File: config.mk
export PLATFORM = sky130hd
export DESIGN_NAME = rspcv_ctrl
export DESIGN_NICKNAME = d
export VERILOG_FILES = /design/src/rtl/rspcv_pkg.sv /design/src/rtl/rspcv_ctrl.sv
export SDC_FILE = /design/constraint.sdc
export NUM_CORES = 1
export LEC_CHECK = 0
export BUFFER_PORTS_ARGS = -buffer_cell sky130_fd_sc_hd__buf_2
export CAP_MARGIN = 20
export CORE_UTILIZATION = 50
export CTS_BUF_LIST = sky130_fd_sc_hd__clkbuf_4 sky130_fd_sc_hd__clkbuf_8
export DETAILED_ROUTE_END_ITERATION = 7
export HOLD_SLACK_MARGIN = 0.12
export PLACE_DENSITY = 0.73
export SYNTH_ARGS = -nofsm -noshare
export SYNTH_HDL_FRONTEND = slang
export SYNTH_SLANG_ARGS = --single-unit
File: constraint.sdc
create_clock -name aclk -period 3 [get_ports aclk]
set_clock_uncertainty 0.15 [all_clocks]
set_input_delay 0.6 -clock aclk [delete_from_list [all_inputs] [get_ports aclk]]
set_output_delay 0.6 -clock aclk [all_outputs]
set_load 0.01 [all_outputs]
File: src/rtl/rspcv_pkg.sv
// Package for the random stepped pitch CV generator.
// Holds the command and micro-op codes, the controller/datapath status struct and the pitch tables.
// No dependencies.
package rspcv_pkg;

    typedef enum logic [1:0] {
        CMD_TICK     = 2'd0,
        CMD_NOTE_ON  = 2'd1,
        CMD_NOTE_OFF = 2'd2,
        CMD_NOP      = 2'd3
    } cmd_t;

    typedef enum logic [4:0] {
        OP_NONE,
        OP_LOAD,
        OP_NOTE,
        OP_PHASE,
        OP_LCG,
        OP_UNQ,
        OP_ET_PICK,
        OP_ET_NOTE,
        OP_FREQ,
        OP_J_BASE,
        OP_J_OCT,
        OP_J_MUL,
        OP_J_DIV,
        OP_J_SHIFT,
        OP_CV2,
        OP_CV1,
        OP_SLEW_DIFF,
        OP_SLEW_MUL,
        OP_SLEW_APPLY,
        OP_DAC_MUL,
        OP_DAC_SCALE,
        OP_OUT
    } op_t;

    typedef struct packed {
        logic tick_active;
        logic wrap;
        logic root_zero;
        logic just;
    } dp_status_t;

    localparam int REG_PHASE_INC = 0;
    localparam int REG_SLEW      = 1;
    localparam int REG_ROOT      = 2;
    localparam int REG_RANGE     = 3;
    localparam int REG_JUST      = 4;

    localparam logic [22:0] PITCH_MAX   = 23'd8388607;
    localparam logic [23:0] PITCH_RESET = 24'd56320;

    // Q16 frequencies of the top octave, notes 120..131
    function automatic logic [31:0] top_octave(input logic [3:0] s);
        case (s)
            4'd0:    top_octave = 32'd548668578;
            4'd1:    top_octave = 32'd581294109;
            4'd2:    top_octave = 32'd615859655;
            4'd3:    top_octave = 32'd652480576;
            4'd4:    top_octave = 32'd691279090;
            4'd5:    top_octave = 32'd732384684;
            4'd6:    top_octave = 32'd775934544;
            4'd7:    top_octave = 32'd822074013;
            4'd8:    top_octave = 32'd870957077;
            4'd9:    top_octave = 32'd922746880;
            4'd10:   top_octave = 32'd977616265;
            default: top_octave = 32'd1035748353;
        endcase
    endfunction

    // quotient by 12 for values below 128: multiply by 171/2048
    function automatic logic [3:0] div12(input logic [6:0] n);
        logic [14:0] t;
        t = 15'(n) * 15'd171;
        div12 = t[14:11];
    endfunction

    // note number to Q8 Hz, rounded
    function automatic logic [22:0] note_freq(input logic [6:0] n);
        logic [3:0]  k;
        logic [3:0]  s;
        logic [4:0]  sh;
        logic [31:0] v;
        k  = div12(n);
        s  = 4'(n - 7'(k) * 7'd12);
        sh = 5'd18 - 5'(k);
        v  = top_octave(s) + (32'd1 << (sh - 5'd1));
        note_freq = 23'(v >> sh);
    endfunction

    // snap a semitone offset down to the major scale
    function automatic logic [3:0] major_snap(input logic [3:0] left);
        case (left)
            4'd0, 4'd1:  major_snap = 4'd0;
            4'd2, 4'd3:  major_snap = 4'd2;
            4'd4:        major_snap = 4'd4;
            4'd5, 4'd6:  major_snap = 4'd5;
            4'd7, 4'd8:  major_snap = 4'd7;
            4'd9, 4'd10: major_snap = 4'd9;
            default:     major_snap = 4'd11;
        endcase
    endfunction

    function automatic logic [3:0] just_num(input logic [2:0] i);
        case (i)
            3'd0:    just_num = 4'd1;
            3'd1:    just_num = 4'd9;
            3'd2:    just_num = 4'd5;
            3'd3:    just_num = 4'd4;
            3'd4:    just_num = 4'd3;
            3'd5:    just_num = 4'd5;
            3'd6:    just_num = 4'd15;
            default: just_num = 4'd2;
        endcase
    endfunction

    // denominator: 3 flags a divide by three, else the shift for a power of two
    function automatic logic just_den3(input logic [2:0] i);
        just_den3 = (i == 3'd3) || (i == 3'd5);
    endfunction

    function automatic logic [1:0] just_den_shift(input logic [2:0] i);
        case (i)
            3'd1, 3'd6: just_den_shift = 2'd3;
            3'd2:       just_den_shift = 2'd2;
            3'd4:       just_den_shift = 2'd1;
            default:    just_den_shift = 2'd0;
        endcase
    endfunction

endpackage

File: src/rtl/rspcv_ctrl.sv
// Controller state machine of the random stepped pitch CV generator.
// Sequences micro-ops for the datapath and owns the stream handshakes.
// Depends on rspcv_pkg.
module rspcv_ctrl import rspcv_pkg::*; (
    input  logic       aclk,
    input  logic       aresetn,
    input  logic       s_tvalid,
    output logic       s_tready,
    output logic       m_tvalid,
    input  logic       m_tready,
    input  dp_status_t status,
    output op_t        op
);

    typedef enum logic [4:0] {
        S_IDLE, S_DECODE, S_CHECK, S_LCG_P, S_UNQ, S_ET_PICK, S_ET_NOTE, S_FREQ,
        S_J_BASE, S_LCG_J, S_J_OCT, S_J_MUL, S_J_DIV, S_J_SHIFT,
        S_LCG_C2, S_CV2, S_LCG_C1, S_CV1,
        S_SLEW_DIFF, S_SLEW_MUL, S_SLEW_APPLY, S_DAC_MUL, S_DAC_SCALE, S_OUT
    } state_t;

    state_t state_reg, state_next;
    logic   m_tvalid_reg, m_tvalid_next;

    assign s_tready = (state_reg == S_IDLE);
    assign m_tvalid = m_tvalid_reg;

    always_comb begin
        state_next    = state_reg;
        op            = OP_NONE;
        m_tvalid_next = m_tvalid_reg && !m_tready;
        case (state_reg)
            S_IDLE: begin
                if (s_tvalid) begin
                    op         = OP_LOAD;
                    state_next = S_DECODE;
                end
            end
            S_DECODE: begin
                if (status.tick_active) begin
                    op         = OP_PHASE;
                    state_next = S_CHECK;
                end else begin
                    op         = OP_NOTE;
                    state_next = S_DAC_MUL;
                end
            end
            S_CHECK:      state_next = status.wrap ? S_LCG_P : S_SLEW_DIFF;
            S_LCG_P: begin
                op = OP_LCG;
                if (status.root_zero) state_next = S_UNQ;
                else if (status.just) state_next = S_J_BASE;
                else state_next = S_ET_PICK;
            end
            S_UNQ:        begin op = OP_UNQ;        state_next = S_LCG_C2;     end
            S_ET_PICK:    begin op = OP_ET_PICK;    state_next = S_ET_NOTE;    end
            S_ET_NOTE:    begin op = OP_ET_NOTE;    state_next = S_FREQ;       end
            S_FREQ:       begin op = OP_FREQ;       state_next = S_LCG_C2;     end
            S_J_BASE:     begin op = OP_J_BASE;     state_next = S_LCG_J;      end
            S_LCG_J:      begin op = OP_LCG;        state_next = S_J_OCT;      end
            S_J_OCT:      begin op = OP_J_OCT;      state_next = S_J_MUL;      end
            S_J_MUL:      begin op = OP_J_MUL;      state_next = S_J_DIV;      end
            S_J_DIV:      begin op = OP_J_DIV;      state_next = S_J_SHIFT;    end
            S_J_SHIFT:    begin op = OP_J_SHIFT;    state_next = S_LCG_C2;     end
            S_LCG_C2:     begin op = OP_LCG;        state_next = S_CV2;        end
            S_CV2:        begin op = OP_CV2;        state_next = S_LCG_C1;     end
            S_LCG_C1:     begin op = OP_LCG;        state_next = S_CV1;        end
            S_CV1:        begin op = OP_CV1;        state_next = S_SLEW_DIFF;  end
            S_SLEW_DIFF:  begin op = OP_SLEW_DIFF;  state_next = S_SLEW_MUL;   end
            S_SLEW_MUL:   begin op = OP_SLEW_MUL;   state_next = S_SLEW_APPLY; end
            S_SLEW_APPLY: begin op = OP_SLEW_APPLY; state_next = S_DAC_MUL;    end
            S_DAC_MUL:    begin op = OP_DAC_MUL;    state_next = S_DAC_SCALE;  end
            S_DAC_SCALE:  begin op = OP_DAC_SCALE;  state_next = S_OUT;        end
            S_OUT: begin
                // hold until the result register is free
                if (!m_tvalid_reg || m_tready) begin
                    op            = OP_OUT;
                    m_tvalid_next = 1'b1;
                    state_next    = S_IDLE;
                end
            end
            default:      state_next = S_IDLE;
        endcase
    end

    always_ff @(posedge aclk) begin
        if (!aresetn) begin
            state_reg    <= S_IDLE;
            m_tvalid_reg <= 1'b0;
        end else begin
            state_reg    <= state_next;
            m_tvalid_reg <= m_tvalid_next;
        end
    end

endmodule

# --- Yosys cells after proc, flatten, opt, wreduce, memory -nomap -nowiden ---
# Index checks and enable logic that the tools add are counted.
classes:
  n_eq_ne: 25
  n_mux: 13
  reduce_logical: 8
ops:
  columns: ["operator", "count"]
  rows:
  - ["$pmux W5 S22", 1]
  - ["$pmux W5 S20", 1]
  - ["$eq A5 B4 Y1 const B", 8]
  - ["$eq A5 B5 Y1 const B", 8]
  - ["$mux W5", 5]
  - ["$eq A5 B3 Y1 const B", 4]
  - ["$eq A5 B2 Y1 const B", 2]
  - ["$mux W4", 2]
  - ["$eq A5 B1 Y1 const B", 1]
  - ["$logic_not A5 Y1", 1]
  - ["$mux W1", 4]
  - ["$ne A2 B2 Y1 const B", 2]
  - ["$reduce_or A4 Y1", 1]
  - ["$reduce_or A3 Y1", 1]
  - ["$logic_not A1 Y1", 2]
  - ["$reduce_and A2 Y1", 1]
  - ["$logic_and A1 B1 Y1", 1]
  - ["$logic_or A1 B1 Y1", 1]
totals:
  out_inout_bits: 7
  inputBits: 8
  reg_bits: 6

# --- Logic depth before layout (Yosys ltp) ---
depth:
  ltp_word: 4
  depth_mapped: 6

# --- Least setup slack after synthesis ---
# No wires, ideal clock.
synth_path:
  path_kind: "in2out"
  start: "in s_tvalid"
  end: "out op[0]"
  arrival_time_ns: 1.195
  n_path_buf: 0
  required_time_ns: 2.250
  setup_slack_ns: 1.055
  stages: 4
  cell_sequence: "nor2_1 > o21ai_0 > a32o_1 > a21o_1"
synth_via:
  elab_chain_len: 2
synth_lines:
  columns: ["element", "line", "source"]
  rows:
  - ["from (decl)", "rspcv_ctrl.sv:7", "input logic s_tvalid,"]
  - ["$mux W1", "rspcv_ctrl.sv:34", "if (s_tvalid) begin"]
  - ["$pmux W5 S20", "rspcv_ctrl.sv:32", "case (state_reg)"]
  - ["to (decl)", "rspcv_ctrl.sv:12", "output op_t op"]
# No other way between the ends.

# --- Final worst setup path ---
layout_path:
  start: "reg state_reg[3]"
  end: "out op[0]"
layout_via:
  elab_chain_len: 3
  word_cells_on_any_way: 25
  classes_between: "22 x eq/ne; 1 x mux; 2 x reduce/logical"
layout_lines:
  columns: ["element", "line", "source"]
  rows:
  - ["from (decl)", "rspcv_ctrl.sv:22", "state_t state_reg, state_next;"]
  - ["from (signal assigned)", "rspcv_ctrl.sv:91", "state_reg <= state_next;"]
  - ["$eq A5 B2 Y1 (tied with other cells)", "rspcv_ctrl.sv:32", null]
  - ["$reduce_or A4 Y1 (no source line)", null, null]
  - ["$pmux W5 S20 *", "rspcv_ctrl.sv:32", null]
# Every way passes the cells marked *; elsewhere a longest branch is shown, timed or not.

==> qor.csv <==
stage;metric;value;unit
detailed_routing;post-route ant nets;0;
detailed_routing;detailed route wirelength on metal3;141;um
timing;Least-Margin Pin Slew;0.527;ns
power_and_ir_drop;worst ir drop on vdd;0.000681;V
detailed_routing;Metal-1 WL;933;um
setup_path;Startpoint Class;flip-flop;
cells_and_area;Layout fillers;151;
global_route;initial antenna violation count;0;
floorplan;total die area;1820;um^2
global_route;vias in the first global route;730;
timing;final period utilization;81.8;%
clocking;root buf cell;clkbuf_4;
global_route;grt ovf;0;
detailed_routing;routed len/inst;14.4;um
floorplan;Starting Density;54.2;%
cells_and_area;Final Instance Area;885;um^2
timing;total negative setup slack;0;ns
detailed_routing;vias;930;
floorplan;Core Region;1520;um^2
clocking;CTS max path bufs;2;
clocking;# H-tree levels;1;
timing;RSZ-0062 raised after global routing;no;
yosys;mapped cell area;826;um^2
yosys;Synth area leaders;dfxtp_1 15%, buf_6 6.8%, nor2b_1 5.3%;
worst_hold_path;hold path depth;2;
global_route;GRT Total Usage;22.3;%
placement;port bufs;14;
yosys;most common flop cell mapped by yosys;dfxtp_1;
placement;Placed Instance Area;862;um^2
placement;GPL Wtd Cong;0.879;
yosys;post-synthesis instance total;116;
worst_hold_path;min-delay src;aresetn;
timing;Slew HR;64.8;%
detailed_routing;routed wl met2;964;um
timing;Final WS setup;0.546;ns
cells_and_area;commonest non-fill, non-tap cell in the layout;buf_2;
yosys;Syn Nets;124;
cells_and_area;most frequent cells in the layout;14 x buf_2, 9 x nor2_1, 9 x nand2_1, 7 x nor2b_1;
setup_path;CP Class;reg -> out;
detailed_routing;First-pass DRT Iterations;4;
cells_and_area;area of the multi-input gates;603;um^2
clocking;Num CTS Buffers;3;
yosys;Synth Register Bits;6;
cells_and_area;final core occ;58.0;%
job;max cap viols;0;
detailed_routing;drt initial violations;54;
setup_path;origin of the worst setup path;state_reg[3];
clocking;# Post-CTS Setup Buffers;0;
clocking;clock sink total;6;
yosys;synth unique cells;44;
clocking;hold_buf cts;0;
detailed_routing;DR top layer;met3;
cells_and_area;register area;120;um^2
floorplan;Rows;14;
timing;# setup viols final;0;
clocking;Clock Latency Late Sink;0.25;ns
clocking;CTS tree;done;
run_status;status;complete, no violations;
setup_path;reg2reg path depth;5;
cells_and_area;final layout net count;136;
setup_path;FF-to-FF Start;state_reg[0];
detailed_routing;DRC Markers;0;
timing;FMAX;407;MHz
placement;post-place setup slack;0.796;ns
global_route;largest net degree at the start of global routing;23;
floorplan;Die Y;42.6;um
floorplan;I/O pin total;15;
yosys;Post-synth EDFFs;0;
worst_hold_path;class of the worst hold path;in -> reg;
setup_path;CP Data Arrival Time;1.70;ns
yosys;largest area contributor in the netlist;dfxtp_1;
clocking;post-CTS sizing;0;
global_route;first-pass GRT wire length;3110;um
setup_path;crit-path max FO;12;
clocking;clock-pin transition on the worst setup and hold timing paths;0.05;ns
cells_and_area;share of cells above drive strength 1;22.2;%
power_and_ir_drop;PD cells;993;nW/um^2
timing;Slew Limit Fails;0;
yosys;synth warn;0;
timing;Min Clock Period, post-route;2.45;ns
yosys;area fraction of the dominant cell type after synthesis;14.5;%
cells_and_area;max FFs per register;5;
detailed_routing;Routed WL;2040;um
yosys;share of the yosys chip area belonging to registers;14.5;%
yosys;ys async rst share;0;%
setup_path;Req. time, crit path;2.25;ns
floorplan;Die Wd;42.6;um
detailed_routing;vias per inst;6.55;
cells_and_area;Antenna diodes;0;
placement;DP Wirelength;1420;um
cells_and_area;area growth from synthesis to layout;7.12;%
power_and_ir_drop;static leakage;0.345;nW
timing;Fin. Hold Viols;0;
yosys;mean post-synth cell area;7.12;um^2
setup_path;Critical Path Sink Type;output port;
## area by class of cell
class | count | area share (%)
clock buffers | 3 | 2.55
inverters | 1 | 0.424
multi-input cells | 96 | 68.2
flip-flops and latches | 6 | 13.6
well taps | 16 | 2.26
repair buffers | 20 | 13.0
## synthesized netlist by cell type (4+ instances only)
cell and number:
a21oi_1 6, buf_2 7, buf_6 5, dfxtp_1 6
nand2_1 9, nand2b_1 5, nand3_1 4, nand4_1 4
nor2_1 9, nor2b_1 7, o21ai_0 4, o21ai_1 5
## path summary, 6_finish.rpt
kind                                endpoint  slack [ns]
worst min register to register      m_tvalid        0.57
worst min-delay path            state_reg[4]        0.50
worst max register to register  state_reg[4]        1.17
worst max-delay path                   op[0]        0.55
## routing by layer
metal / GRT usage [%] / up-vias
li1: - / 456
met1: 27.9 / 430
met2: 37.9 / 44
met3: 5.17 / 0
met4: 5.63 / 0
met5: 0 / -
## kinds of logic (layout without fill, tap and decap cells)
group	Yosys count	after routing	synth area share [%]
AND/OR/NAND/NOR	55	55	37.4
buffers and inverters	14	24	12.4
multiplexers	2	2	2.42
XOR/XNOR	2	2	2.12
AO/OA/AOI/OAI	37	37	31.1
flip-flops	6	6	14.5
## stage by stage
stage | cells | hold WS (ns) | power [mW]
2_1_floorplan | 116 | 0.559 | 0.688
3_3_place_gp | 139 | 0.540 | 0.787
3_5_place_dp | 139 | 0.559 | 0.794
4_1_cts | 142 | 0.491 | 0.872
5_1_grt | 142 | 0.511 | 0.946
6_report | 142 | 0.498 | 0.879
## power breakdown
| part | internal, mW | switching, mW | leakage, nW |
|---|---|---|---|
| logic | 0.277 | 0.355 | 0.282 |
| clock network | 0.0453 | 0.0300 | 0.0138 |
| registers | 0.107 | 0.0643 | 0.0493 |
## critical path, stage by stage (launching register included)
cell and delay (ns):
dfxtp_1 0.58, nand2b_1 0.29, nor2_1 0.10, a32o_1 0.21, a21o_1 0.14, buf_2 0.13
(Power assumes the default switching activity.)
